**src/hw/rtl/acr_pkg.sv**
```systemverilog
package acr_pkg;

  // Command codes on the input channel
  localparam logic CMD_STEP  = 1'b0;
  localparam logic CMD_START = 1'b1;

  // Octant slot that marks a pending centre pixel
  localparam logic [3:0] SLOT_CENTER = 4'd8;
  localparam logic [3:0] SLOT_LAST   = 4'd7;

  // Drawing state carried from one item to the next
  typedef struct packed {
    logic [5:0]        origin_row;
    logic [5:0]        origin_col;
    logic [5:0]        ring_radius;
    logic signed [6:0] step_x;
    logic signed [6:0] step_y;
    logic signed [9:0] error_term;
    logic [3:0]        octant_slot;
    logic              disk_mode;
    logic              active;
  } draw_state_t;

  // One result item
  typedef struct packed {
    logic              pixel_valid;
    logic signed [7:0] pixel_row;
    logic signed [7:0] pixel_col;
    logic              in_grid;
    logic              last_pixel;
  } pixel_res_t;

endpackage

```
**src/hw/rtl/acr_step.sv**
```systemverilog
module acr_step import acr_pkg::*; #(
  parameter int GRID_SIZE = 64
) (
  input  draw_state_t st,
  input  logic        cmd,
  input  logic [5:0]  center_x,
  input  logic [5:0]  center_y,
  input  logic [5:0]  radius,
  input  logic        fill_disk,
  output draw_state_t st_nxt,
  output pixel_res_t  res
);

  localparam logic signed [9:0] GridLim = 10'(GRID_SIZE);

  logic signed [11:0] e_w;
  logic signed [11:0] x_w;
  logic signed [11:0] y_w;
  logic signed [11:0] r_w;
  logic signed [9:0]  e_upd;
  logic signed [6:0]  x_upd;
  logic signed [6:0]  y_upd;
  logic signed [6:0]  dr;
  logic signed [6:0]  dc;
  logic signed [9:0]  row_w;
  logic signed [9:0]  col_w;
  logic               pix;
  logic               last;

  // Andres error update, used after the eighth mirrored point
  always_comb begin
    e_w = 12'(st.error_term);
    x_w = 12'(st.step_x);
    y_w = 12'(st.step_y);
    r_w = $signed({6'd0, st.ring_radius});
    if (e_w >= 12'sd2 * x_w) begin
      e_upd = 10'(e_w - 12'sd2 * x_w - 12'sd1);
      x_upd = st.step_x + 7'sd1;
      y_upd = st.step_y;
    end else if (e_w < 12'sd2 * (r_w - y_w)) begin
      e_upd = 10'(e_w + 12'sd2 * y_w - 12'sd1);
      x_upd = st.step_x;
      y_upd = st.step_y - 7'sd1;
    end else begin
      e_upd = 10'(e_w + 12'sd2 * (y_w - x_w - 12'sd1));
      x_upd = st.step_x + 7'sd1;
      y_upd = st.step_y - 7'sd1;
    end
  end

  // Mirror the loop point into the current octant
  always_comb begin
    case (st.octant_slot[2:0])
      3'd0: begin dr =  st.step_x; dc =  st.step_y; end
      3'd1: begin dr =  st.step_y; dc =  st.step_x; end
      3'd2: begin dr = -st.step_x; dc =  st.step_y; end
      3'd3: begin dr = -st.step_y; dc =  st.step_x; end
      3'd4: begin dr =  st.step_x; dc = -st.step_y; end
      3'd5: begin dr =  st.step_y; dc = -st.step_x; end
      3'd6: begin dr = -st.step_x; dc = -st.step_y; end
      default: begin dr = -st.step_y; dc = -st.step_x; end
    endcase
  end

  // Advance the drawing state and form the pixel
  always_comb begin
    st_nxt = st;
    pix    = 1'b0;
    last   = 1'b0;
    row_w  = '0;
    col_w  = '0;
    if (cmd == CMD_START) begin
      st_nxt.origin_row  = center_x;
      st_nxt.origin_col  = center_y;
      st_nxt.disk_mode   = fill_disk;
      st_nxt.ring_radius = radius;
      st_nxt.step_x      = '0;
      st_nxt.step_y      = $signed({1'b0, radius});
      st_nxt.error_term  = $signed({4'd0, radius}) - 10'sd1;
      st_nxt.octant_slot = SLOT_CENTER;
      st_nxt.active      = !(fill_disk && (radius == 6'd0));
    end else if (st.active) begin
      pix = 1'b1;
      if (st.octant_slot == SLOT_CENTER) begin
        st_nxt.octant_slot = '0;
        row_w = $signed({4'd0, st.origin_row});
        col_w = $signed({4'd0, st.origin_col});
      end else begin
        row_w = $signed({4'd0, st.origin_row}) + 10'(dr);
        col_w = $signed({4'd0, st.origin_col}) + 10'(dc);
        if (st.octant_slot >= SLOT_LAST) begin
          st_nxt.error_term  = e_upd;
          st_nxt.step_x      = x_upd;
          st_nxt.step_y      = y_upd;
          st_nxt.octant_slot = '0;
          if (y_upd < x_upd) begin
            if (st.disk_mode && (st.ring_radius > 6'd1)) begin
              // drop to the next smaller ring
              st_nxt.ring_radius = st.ring_radius - 6'd1;
              st_nxt.step_x      = '0;
              st_nxt.step_y      = $signed({1'b0, st.ring_radius - 6'd1});
              st_nxt.error_term  = $signed({4'd0, st.ring_radius}) - 10'sd2;
              st_nxt.octant_slot = SLOT_CENTER;
            end else begin
              st_nxt.active = 1'b0;
              last          = 1'b1;
            end
          end
        end else begin
          st_nxt.octant_slot = st.octant_slot + 4'd1;
        end
      end
    end
  end

  // Result fields; all zero when no pixel goes out
  always_comb begin
    res.pixel_valid = pix;
    res.pixel_row   = row_w[7:0];
    res.pixel_col   = col_w[7:0];
    res.in_grid     = pix && (row_w >= 10'sd0) && (row_w < GridLim)
                      && (col_w >= 10'sd0) && (col_w < GridLim);
    res.last_pixel  = last;
  end

endmodule

```
**src/hw/rtl/andres_circle_disk_rasterizer.sv**
```systemverilog
// Andres circle and disk rasteriser. A start item (in_cmd = 1) latches centre,
// radius and disk flag and returns an empty result; each step item of an active
// drawing returns the next pixel: the centre of each ring first, then eight
// mirrored points per Andres iteration, rings running from the radius down to
// 1 in disk mode. One item is taken per clock while the skid register is empty
// and each gives exactly one registered result; pixel and next state come from
// one combinational pass over the drawing state, and a two-entry output stage
// (result and skid register) takes one more item while the sink stalls.
module andres_circle_disk_rasterizer import acr_pkg::*; #(
  parameter int GRID_SIZE = 64
) (
  input  logic              clk,
  input  logic              rst_n,
  input  logic              in_valid,
  output logic              in_ready,
  input  logic              in_cmd,
  input  logic [5:0]        in_center_x,
  input  logic [5:0]        in_center_y,
  input  logic [5:0]        in_radius,
  input  logic              in_fill_disk,
  output logic              out_valid,
  input  logic              out_ready,
  output logic              out_pixel_valid,
  output logic signed [7:0] out_pixel_row,
  output logic signed [7:0] out_pixel_col,
  output logic              out_in_grid,
  output logic              out_last_pixel
);

  draw_state_t st_r;
  draw_state_t st_nxt;
  pixel_res_t  res;
  pixel_res_t  out_data_r;
  pixel_res_t  skid_data_r;
  logic        out_valid_r;
  logic        skid_valid_r;
  logic        in_acc;
  logic        out_acc;

  acr_step #(
    .GRID_SIZE(GRID_SIZE)
  ) u_step (
    .st        (st_r),
    .cmd       (in_cmd),
    .center_x  (in_center_x),
    .center_y  (in_center_y),
    .radius    (in_radius),
    .fill_disk (in_fill_disk),
    .st_nxt    (st_nxt),
    .res       (res)
  );

  assign in_ready = !skid_valid_r;
  assign in_acc   = in_valid && in_ready;
  assign out_acc  = out_valid_r && out_ready;

  // Advance the drawing state on each accepted item
  always_ff @(posedge clk) begin
    if (!rst_n) begin
      st_r <= '0;
    end else if (in_acc) begin
      st_r <= st_nxt;
    end
  end

  // Output stage control: result register plus skid register
  always_ff @(posedge clk) begin
    if (!rst_n) begin
      out_valid_r  <= 1'b0;
      skid_valid_r <= 1'b0;
    end else if (in_acc) begin
      if (out_valid_r && !out_ready) begin
        skid_valid_r <= 1'b1;
      end else begin
        out_valid_r <= 1'b1;
      end
    end else if (out_acc) begin
      if (skid_valid_r) begin
        skid_valid_r <= 1'b0;
      end else begin
        out_valid_r <= 1'b0;
      end
    end
  end

  // Output stage payload
  always_ff @(posedge clk) begin
    if (in_acc) begin
      if (out_valid_r && !out_ready) begin
        skid_data_r <= res;
      end else begin
        out_data_r <= res;
      end
    end else if (out_acc && skid_valid_r) begin
      out_data_r <= skid_data_r;
    end
  end

  assign out_valid       = out_valid_r;
  assign out_pixel_valid = out_data_r.pixel_valid;
  assign out_pixel_row   = out_data_r.pixel_row;
  assign out_pixel_col   = out_data_r.pixel_col;
  assign out_in_grid     = out_data_r.in_grid;
  assign out_last_pixel  = out_data_r.last_pixel;

  // The skid register only fills behind a held result
  a_skid_behind_out: assert property (@(posedge clk) disable iff (!rst_n)
    skid_valid_r |-> out_valid_r)
    else $error("skid register holds an item with no result in front");

  // The final pixel ends the drawing
  a_last_ends: assert property (@(posedge clk) disable iff (!rst_n)
    (in_acc && res.last_pixel) |=> !st_r.active)
    else $error("drawing still active after its last pixel");

  // Flags only ride on real pixels
  a_flags_need_pixel: assert property (@(posedge clk) disable iff (!rst_n)
    (out_valid && (out_in_grid || out_last_pixel)) |-> out_pixel_valid)
    else $error("in_grid or last_pixel set on an empty result");

  // A start item never carries a pixel
  a_start_empty: assert property (@(posedge clk) disable iff (!rst_n)
    (in_acc && (in_cmd == CMD_START)) |-> !res.pixel_valid)
    else $error("start item produced a pixel");

endmodule
```
**config.mk**
```make
export PLATFORM = sky130hd
export DESIGN_NAME = andres_circle_disk_rasterizer
export DESIGN_NICKNAME = d
export VERILOG_FILES = /design/src/hw/rtl/acr_pkg.sv /design/src/hw/rtl/acr_step.sv /design/src/hw/rtl/andres_circle_disk_rasterizer.sv
export SDC_FILE = /design/constraint.sdc
export NUM_CORES = 1
export LEC_CHECK = 0
export BUFFER_PORTS_ARGS = -buffer_cell sky130_fd_sc_hd__buf_2
export CORE_UTILIZATION = 45
export CTS_BUF_LIST = sky130_fd_sc_hd__clkbuf_4 sky130_fd_sc_hd__clkbuf_8
export DETAILED_ROUTE_END_ITERATION = 10
export PLACE_DENSITY_LB_ADDON = 0.2
export SLEW_MARGIN = 10
export SYNTH_ARGS = -nofsm -noshare
export SYNTH_HDL_FRONTEND = slang
export SYNTH_SLANG_ARGS = --single-unit
export TNS_END_PERCENT = 100
```
**constraint.sdc**
```tcl
create_clock -name clk -period 7.5 [get_ports clk]
set_input_delay 0.375 -clock clk [delete_from_list [all_inputs] [get_ports clk]]
set_output_delay 0.375 -clock clk [all_outputs]
set_load 0.05 [all_outputs]
```
==> run_results.csv <==
group,metric,value,unit
drt,drtIter0Drc,624,
sta,finalClockSkew,12.7,ps
pwr,p_int,1.07,mW
clock_tree,cts_hold_buf,0,
synthesis,synth.area.top_cells,"edfxtp_1 (14%), ha_1 (13%), dfxtp_1 (12%)",
synthesis,synth_area,0.00801,mm²
worst_setup_path,worst-path-buf-inv,1,
drt,drt-total-wl,23400,µm
clock_tree,clockBufferDepth,2,
synthesis,yosysTopAreaCell,"edfxtp_1",
drt,wl_per_cell,18.9,µm
cells_and_area,fill_cells,1661,
cells_and_area,stdcell_count,1238,
worst_setup_path,path_common_cell,"ha_1",
synthesis,synth_cells,991,
placed_design,place_inst,1222,
cells_and_area,final_cell_mix,"nand2_1 (125), a21oi_1 (89), inv_1 (85), ha_1 (85), nor2_1 (69)",
pwr,pwr-share-clk,15.8,%
clock_tree,cts_tree,"yes",
worst_setup_path,crit_path_start_kind,"flop",
synthesis,synth-xor-area-share,8.31,%
placed_design,gp_congestion,0.933,
cells_and_area,n_antenna_cell,0,
drt,via_count,7335,
cells_and_area,drive_above_1_share,9.28,%
clock_tree,root_buffer,"clkbuf_8",
clock_tree,ctsResizeCount,0,
worst_setup_path,critPathMaxFanout,19,
grt,gr-total-overflow,0,
grt,grt_max_degree,37,
floorplan,initial_core_util,46.2,%
grt,grt_pass1_vias,6877,
drt,dr.pass1.iters,5,
placed_design,hpwlAfterDp,18100,µm
floorplan,io_pins,45,
clock_tree,cts_made_buffers,9,
synthesis,synthDistinctLibCells,84,
drt,ant_nets,0,
placed_design,pre_cts_ws,1420,ps
synthesis,ys_seq_elements,88,
synthesis,synthAdderAreaFrac,15.0,%
synthesis,yosys.area_share.simple,18.7,%
sta,finalHoldViolCount,0,
synthesis,synth-edff-count,38,
pwr,p_per_area,230,mW/mm²
synthesis,synth_top_family_by_area,"compound AO/OA/AOI/OAI gates",
sta,slew_violations,0,
synthesis,synth_ff_type,"dfxtp_1",
sta,rsz0062_at_grt,"false",
clock_tree,cts.sinks,88,
sta,setup_tns,0,ps
grt,antenna_found_initial,0,
worst_setup_path,crit_type,"flop to flop",
floorplan,rows,48,
run,maxCapViolCount,0,
synthesis,synth_top_area_share,14.2,%
cells_and_area,area_growth,6.68,%
cells_and_area,fin_nets,1124,
synthesis,ys_seq_area_share,26.7,%
floorplan,core,0.0174,mm²
synthesis,synth_compound_area_share,22.6,%
clock_tree,htreeDepth,3,
sta,fin_ws,1300,ps
worst_setup_path,crit_path_max_incr_delay,760,ps
grt,grt_util_all_layers,26.4,%
grt,grt_pass1_wl,37100,µm
cells_and_area,mostFrequentLayoutCell,"nand2_1",
clock_tree,clk_latency,380,ps
sta,fmax,161,MHz
pwr,combPwrFrac,55.1,%
worst_setup_path,critPathSlowestCell,"a211oi_4",
synthesis,ys_warn_count,0,
hold_path,hold_path_class,"input port to flop",
sta,fin_crit_sh,82.6,%
pwr,vdd_drop_max,0.140,mV
synthesis,syn_nets,1107,
sta,worst_pin_slew,1060,ps
synthesis,syn_area_per_cell,8.08,µm²
sta,slew_headroom,29.1,%
worst_setup_path,critPathTopFamily,"compound AO/OA/AOI/OAI gates",
drt,via_per_inst,5.92,
worst_setup_path,path_cells,"inv_1 -> ha_1 -> nor2b_1 -> o31ai_1 -> nand2b_1 -> a21oi_1 -> xor2_1 -> ha_1 -> o211ai_1 -> o211a_1 -> o21a_1 -> o21ai_2 -> nand4_1 -> xnor2_1 -> ha_1 -> nand2_1 -> or3b_1 -> o2111ai_1 -> a211oi_1 -> and4_1 -> a211oi_4 -> nand3_1 -> o221ai_1",
worst_setup_path,critPathArrivalTime,6490,ps
pwr,swShare,45.5,%
sta,setup_violations,0,
floorplan,die_h,135,µm
pwr,power.total,1.97,mW
clock_tree,cts_setup_buffers,0,
run_status,status,"finished, final reports clean",
floorplan,die_w,135,µm
worst_setup_path,crit_required,7800,ps
clock_tree,clk_pin_slew,90,ps
placed_design,portBuffers,44,
sta,min_period,6200,ps
pwr,p_switching,895,µW
synthesis,synthArstFlopShare,0,%
drt,drcViolationCount,0,
floorplan,dieArea,0.0183,mm²
synthesis,synthMuxAreaShare,2.25,%
worst_setup_path,cp-end-kind,"flop",
pwr,pwr-share-seq,29.1,%
pwr,leakagePower,3.56,nW
[logic make-up after synthesis]
logic type	count (synthesis)
compound gates	272
fa+ha+maj	92
flops	88
mux	16
buf+inv	130
simple gates	317
xor+xnor	76
[power groups by stage]
stage / clock network, mW / registers, mW / logic, mW
floorplan: 0 / 0.589 / 0.795
global placement: 0 / 0.583 / 1.07
detailed placement: 0 / 0.583 / 1.07
CTS: 0.314 / 0.572 / 1.07
global route: 0.332 / 0.576 / 1.19
finish: 0.311 / 0.573 / 1.08
[per-layer routing]
layer	part of all wire, %	GRT usage, %	wire length [µm]	vias up
met3	6.5	4.79	1520	46
met5	0	0	0	-
met2	47	43.6	10900	267
met1	45	35.0	10400	3442
met4	2.4	7.80	567	0
li1	-	-	-	3580
[cell type report]
cell class	instances	area, µm²	area share (%)
tap	225	282	3.29
sequential	88	2140	25.1
timing repair buffer	49	258	3.02
multi-input combinational	773	5370	62.8
inverter	87	327	3.82
clock inverter	7	46.3	0.542
clock buffer	9	124	1.45
[path summary, 6_finish.rpt]
| path | slack, ps | start | depth (start not counted) | endpoint |
|---|---|---|---|---|
| worst min-delay path | 210 | out_ready | 2 | skid_valid_r |
| worst max-delay path | 1300 | st_r[17] | 23 | st_r[20] |
| worst min register to register | 490 | st_r[41] | 2 | st_r[41] |
| worst max register to register | 1300 | st_r[17] | 23 | st_r[20] |
[worst register-to-register path: cells and delay by family (launching register included)]
family          cells  cell delay, ps
buf+inv             1             250
xor+xnor            2             280
compound gates     10            2660
simple gates        7            1430
fa+ha+maj           3             930
flops               1             580
[synthesized netlist by cell type (6+ instances only)]
cell type,number
a21o_1,17
a31oi_1,8
dfxtp_1,50
fa_1,7
o21a_1,10
o31ai_1,8
nand3_1,21
or3_1,8
mux2_2,6
inv_1,85
nor2b_1,16
a21oi_1,90
and3_1,8
nor3_1,25
nand2_1,125
edfxtp_1,38
ha_1,85
o22ai_1,6
clkbuf_1,33
nor2_1,69
mux2i_1,9
nand2b_1,8
nand4_1,8
o21ai_0,47
xnor2_1,58
a211oi_1,7
xor2_1,18
[sequential cells by signal (all words and copies together) (netlist names)]
signal,count
out_in_grid,1
out_last_pixel,1
out_pixel_col,8
out_pixel_row,8
out_pixel_valid,1
out_valid,1
skid_data_r,19
skid_valid_r,1
st_r,48
[through the flow]
stage	util, %	instance area, µm²	hold WS (ps)
after floorplan	-	8010	446
after global placement	48.3	8380	469
after detailed placement	48.3	8380	483
after CTS	49.2	8550	196
after global routing	49.2	8550	207
final	49.2	8550	208
No activity file was read; power rests on OpenSTA's default activity.
